==> src/design/three_axis_homing_kinematics_core_defines.svh <==
// assertion macros for the homing kinematics core
// used by the top level; expects i_clk and i_rst_n in scope
`ifndef THREE_AXIS_HOMING_KINEMATICS_CORE_DEFINES_SVH
`define THREE_AXIS_HOMING_KINEMATICS_CORE_DEFINES_SVH

// same-cycle implication
`define THKC_ASSERT_NOW(label, ante, cons, msg) \
    label: assert property (@(posedge i_clk) disable iff (!i_rst_n) (ante) |-> (cons)) \
        else $error(msg);

// next-cycle implication
`define THKC_ASSERT_NEXT(label, ante, cons, msg) \
    label: assert property (@(posedge i_clk) disable iff (!i_rst_n) (ante) |=> (cons)) \
        else $error(msg);

`endif

==> src/design/thkc_pkg.sv <==
// shared types and constants of the homing kinematics core
// no dependencies
package thkc_pkg;

    localparam int DIV_BW    = 62;
    localparam int DIV_CNT_W = 6;

    localparam logic [DIV_CNT_W-1:0] E_BITS    = 6'd31;
    localparam logic [DIV_CNT_W-1:0] STEP_BITS = 6'd48;
    localparam logic [DIV_CNT_W-1:0] W_BITS    = 6'd62;

    // 1.7 in q16
    localparam logic [16:0] ACC_GAIN_Q16 = 17'd111411;

    localparam int CFG_IDX_W = 3;
    localparam logic [CFG_IDX_W-1:0] REG_HOMING_ENABLE    = 3'd0;
    localparam logic [CFG_IDX_W-1:0] REG_HOMING_MAX_SPEED = 3'd1;
    localparam logic [CFG_IDX_W-1:0] REG_HOMING_ACCEL     = 3'd2;
    localparam logic [CFG_IDX_W-1:0] REG_STOP_RANGE       = 3'd3;
    localparam logic [CFG_IDX_W-1:0] REG_SPEED_TOP        = 3'd4;
    localparam logic [CFG_IDX_W-1:0] REG_SPEED_BOTTOM     = 3'd5;

    localparam logic [30:0]        RST_SPEED        = 31'd1000;
    localparam logic [30:0]        RST_ACCEL        = 31'd1000;
    localparam logic [30:0]        RST_RANGE        = 31'd1000;
    localparam logic signed [31:0] RST_SPEED_TOP    = 32'sh7fff_ffff;
    localparam logic signed [31:0] RST_SPEED_BOTTOM = 32'sh8000_0000;

    typedef enum logic [1:0] {
        ACT_TICK,
        ACT_LOAD_POS,
        ACT_LOAD_VEL,
        ACT_LOAD_ACC
    } t_action;

    typedef enum logic [3:0] {
        ST_IDLE,
        ST_DIFF,
        ST_MERGE,
        ST_DIV_E,
        ST_TAKE_E,
        ST_DIV_STEP,
        ST_MUL,
        ST_DIV_W,
        ST_SEEK,
        ST_INTEG,
        ST_LOAD,
        ST_DONE
    } t_state;

    typedef enum logic [3:0] {
        LC_NONE,
        LC_DIFF,
        LC_DIV_E,
        LC_TAKE_E,
        LC_DIV_STEP,
        LC_MUL,
        LC_DIV_W,
        LC_SEEK,
        LC_INTEG,
        LC_LOAD_POS,
        LC_LOAD_VEL,
        LC_LOAD_ACC
    } t_lane_cmd;

    typedef struct packed {
        t_lane_cmd cmd;
        logic      seek;
        logic      scale;
        logic      dmax_zero;
        logic      reclamp;
    } t_lane_ctl;

    typedef struct packed {
        logic busy;
    } t_lane_sts;

endpackage

==> src/design/thkc_merge.sv <==
// merge stage: largest offset over the three lanes and its flags
// depends on thkc_pkg
module thkc_merge #(
    parameter int COORD_WIDTH = 32
) (
    input  logic                   i_clk,
    input  logic                   i_load,
    input  logic [COORD_WIDTH-1:0] i_abs [3],
    input  logic [30:0]            i_speed,
    output logic [COORD_WIDTH-1:0] o_dmax,
    output logic                   o_scale,
    output logic                   o_zero
);
    import thkc_pkg::*;

    localparam int QW = (COORD_WIDTH > 31) ? COORD_WIDTH : 31;

    logic [COORD_WIDTH-1:0] m01;
    logic [COORD_WIDTH-1:0] n_dmax;

    always_comb begin
        m01    = (i_abs[0] > i_abs[1]) ? i_abs[0] : i_abs[1];
        n_dmax = (i_abs[2] > m01) ? i_abs[2] : m01;
    end

    always_ff @(posedge i_clk) begin
        if (i_load) begin
            o_dmax  <= n_dmax;
            o_scale <= QW'(n_dmax) > QW'(i_speed);
            o_zero  <= (n_dmax == '0);
        end
    end

endmodule

==> config.mk <==
export PLATFORM = sky130hd
export DESIGN_NAME = thkc_merge
export DESIGN_NICKNAME = d
export VERILOG_FILES = /design/src/design/three_axis_homing_kinematics_core_defines.svh /design/src/design/thkc_pkg.sv /design/src/design/thkc_merge.sv
export SDC_FILE = /design/constraint.sdc
export NUM_CORES = 1
export LEC_CHECK = 0
export BUFFER_PORTS_ARGS = -buffer_cell sky130_fd_sc_hd__buf_2
export CORE_MARGIN = 5
export CORE_UTILIZATION = 49
export CTS_BUF_LIST = sky130_fd_sc_hd__clkbuf_16
export DETAILED_ROUTE_END_ITERATION = 8
export GPL_ROUTABILITY_DRIVEN = 0
export GPL_TIMING_DRIVEN = 0
export HOLD_SLACK_MARGIN = 0.03
export MAX_ROUTING_LAYER = met4
export PLACE_DENSITY = 0.82
export SKIP_CTS_REPAIR_TIMING = 1
export SLEW_MARGIN = 25
export SYNTH_ARGS = -nofsm -noshare
export SYNTH_HDL_FRONTEND = slang
export SYNTH_SLANG_ARGS = --single-unit
==> constraint.sdc <==
create_clock -name i_clk -period 8.5 [get_ports i_clk]
set_input_delay 0.85 -clock i_clk [delete_from_list [all_inputs] [get_ports i_clk]]
set_output_delay 0.85 -clock i_clk [all_outputs]
set_load 0.05 [all_outputs]
==> results.txt <==
total CTS buffers -> 5
pwr/cell area -> 157 nW/µm²
Leakage -> 3.11 nW
total power -> 0.852 mW
grt total ovfl -> 0
vias per inst -> 5.63
syn_nets -> 698
RSZ-0062 raised after global routing -> no
post-placement cell count -> 744
hpwl dp -> 11.4 mm
CP endpoint kind -> flop
CTS tree -> yes
CP Max Fanout -> 10
setup_tns -> 0 ns
register area share after synthesis -> 23.6%
Mapped Area -> 4330 µm²
first-pass GRT wire length -> 21.1 mm
Max Transition Viols Final -> 0
number of remaining DRC errors -> 0
CTS max path bufs -> 2
FF+latch count, synth -> 34
CTS Root Cell -> clkbuf_16
layout filler cell count -> 748
cell count after synthesis -> 474
Hold Crit Class -> in -> reg
Die Ht -> 104 µm
# port buffers -> 162
Die W -> 104 µm
syn_area_per_cell -> 9.14 µm²
post-layout min period -> 7.36 ns
post-route antenna net violation count -> 0
Unique masters post-synth -> 40
overall routed net length -> 13.1 mm
YS warnings -> 0
Setup Crit Path Kind -> in -> reg
Vias -> 4231
maximum clock frequency -> 0.136 GHz
ys async rst share -> 0%
CTS clock-pin slew for the worst setup and hold paths -> 0.05 ns
max-cap violation count -> 0
worst slew pin tran -> 0.782 ns
Initial Util -> 49.9%
Core Region -> 8680 µm²
DR iter-0 viols -> 206
Area Overhead vs Synth -> 25.0%
Final Instance Area -> 5410 µm²
1st-pass router iterations -> 5
period utilization -> 86.6%
slowest CP cell -> a2111oi_0
status -> completed
number of diodes -> 0
worst endpoint required time -> 8.53 ns
share of cells above drive strength 1 -> 30.3%
largest net degree at the start of global routing -> 35
Setup-failing EPs final -> 0
placed cell area -> 5280 µm²
EDFF count, synth -> 34
GRT Util Overall -> 24.3%
number of global-route vias before repair -> 4439
WL/cell -> 17.5 µm
row cnt -> 34
CP startpoint kind -> input port
# IOs -> 163
peak supply drop -> 96.3 µV
nets@finish -> 867
top_reg_cell synth -> edfxtp_1
final std cells w/o fill -> 751
Clock Sinks -> 34
initial antenna violation count -> 0
CP arrival -> 7.39 ns
Most Frequent Cell on Critical Path -> a21o_1
die area -> 10800 µm²
slowest stage delay, CP -> 0.52 ns
maximum level of the CTS H-tree -> 2
slew margin rel. -> 47.8%
Final Hold Fails -> 0
worst paths after layout:
| check | from | to | slack [ns] | cells after the start |
|---|---|---|---|---|
| max | i_abs[43] | o_scale$_DFFE_PP_ | 1.14 | 32 |
| min | i_abs[27] | o_dmax[27]$_DFFE_PP_ | 0.95 | 2 |
cells in the mapped netlist, types with 2 or more instances:
| cell type | number | area [µm²] |
|---|---|---|
| a21o_1 | 20 | 150 |
| a21oi_1 | 38 | 190 |
| and4_1 | 3 | 26.3 |
| buf_2 | 5 | 25.0 |
| buf_6 | 2 | 22.5 |
| edfxtp_1 | 34 | 1020 |
| ha_1 | 95 | 1190 |
| inv_1 | 95 | 357 |
| mux2_2 | 6 | 67.6 |
| mux2i_1 | 50 | 500 |
| nand2_1 | 18 | 67.6 |
| nand2b_1 | 3 | 18.8 |
| nand3_1 | 7 | 35.0 |
| nand4_1 | 23 | 144 |
| nor2_1 | 12 | 45.0 |
| nor2b_1 | 5 | 31.3 |
| nor3_1 | 2 | 10.0 |
| nor4_1 | 10 | 62.6 |
| o211ai_1 | 2 | 15.0 |
| o21a_1 | 7 | 52.6 |
| o21ai_0 | 15 | 75.1 |
| o221a_2 | 2 | 22.5 |
| o31ai_1 | 2 | 15.0 |
| or3_1 | 2 | 12.5 |
layer usage:
metal  GRT usage (%)  vias to the layer above  share of wire, %  wire length (µm)
li1                -                     2061                 -                 -
met1            28.5                     1934                40              5250
met2            43.3                      212                50              6560
met3            2.86                       24               7.6              1000
met4            7.86                        0               2.5               323
met5               -                        -                 0                 0
logic make-up (layout without fill, tap and decap cells):
| family | count (synthesis) | in the layout | share of synthesized area, % |
|---|---|---|---|
| compound gates | 94 | 94 | 14.0 |
| simple gates | 92 | 92 | 12.2 |
| buf+inv | 103 | 272 | 9.68 |
| mux | 56 | 56 | 13.1 |
| fa+ha+maj | 95 | 95 | 27.4 |
| flops | 34 | 34 | 23.6 |
layout by cell type (no fill, tap or decap), types with 2 or more instances in the layout:
cell type	count
or3_1	2
o221a_2	2
a21o_1	20
buf_6	2
o31ai_1	2
nor4_1	10
buf_2	167
nor2_1	12
clkinv_2	2
nand2_1	18
nand2b_1	3
ha_1	95
mux2_2	6
edfxtp_1	34
o21a_1	7
o211ai_1	2
nand4_1	23
a21oi_1	38
and4_1	3
inv_1	95
mux2i_1	50
nor3_1	2
clkbuf_16	5
nor2b_1	5
nand3_1	7
o21ai_0	15
critical path: cells and delay by family:
| kind | cells | cell delay (ns) |
|---|---|---|
| adder cells (fa/ha/maj) | 3 | 0.92 |
| multiplexers | 2 | 0.71 |
| buffers and inverters | 5 | 0.91 |
| AND/OR/NAND/NOR | 6 | 0.99 |
| AO/OA/AOI/OAI | 16 | 3.00 |
stage by stage:
step	setup slack [ns]	hold WS [ns]	utilization (%)
after floorplan	2.20	0.962	-
after CTS	1.17	0.944	62.4
after detailed placement	1.09	1.23	60.8
after global routing	0.583	0.954	62.4
final	1.14	0.949	62.4
after global placement	1.26	1.22	60.8
report_power, final:
part	switching, mW	internal, mW
Sequential	0.00560	0.219
Clock	0.0679	0.106
Combinational	0.287	0.166
Total	0.360	0.491
sequential cells by signal, summed over array words and instances (netlist names):
signal,flops
o_scale,1
o_dmax,32
o_zero,1
final cells by class:
type,instances,area (µm²),share of cell area (%)
tap,108,135,2.50
buffer,8,62.6,1.16
clock buffer,5,125,2.31
clock inverter,2,10.0,0.185
timing repair buffer,162,811,15.0
multi-input combinational,337,2890,53.4
inverter,95,357,6.59
sequential,34,1020,18.9
No activity file was read; power rests on OpenSTA's default activity.
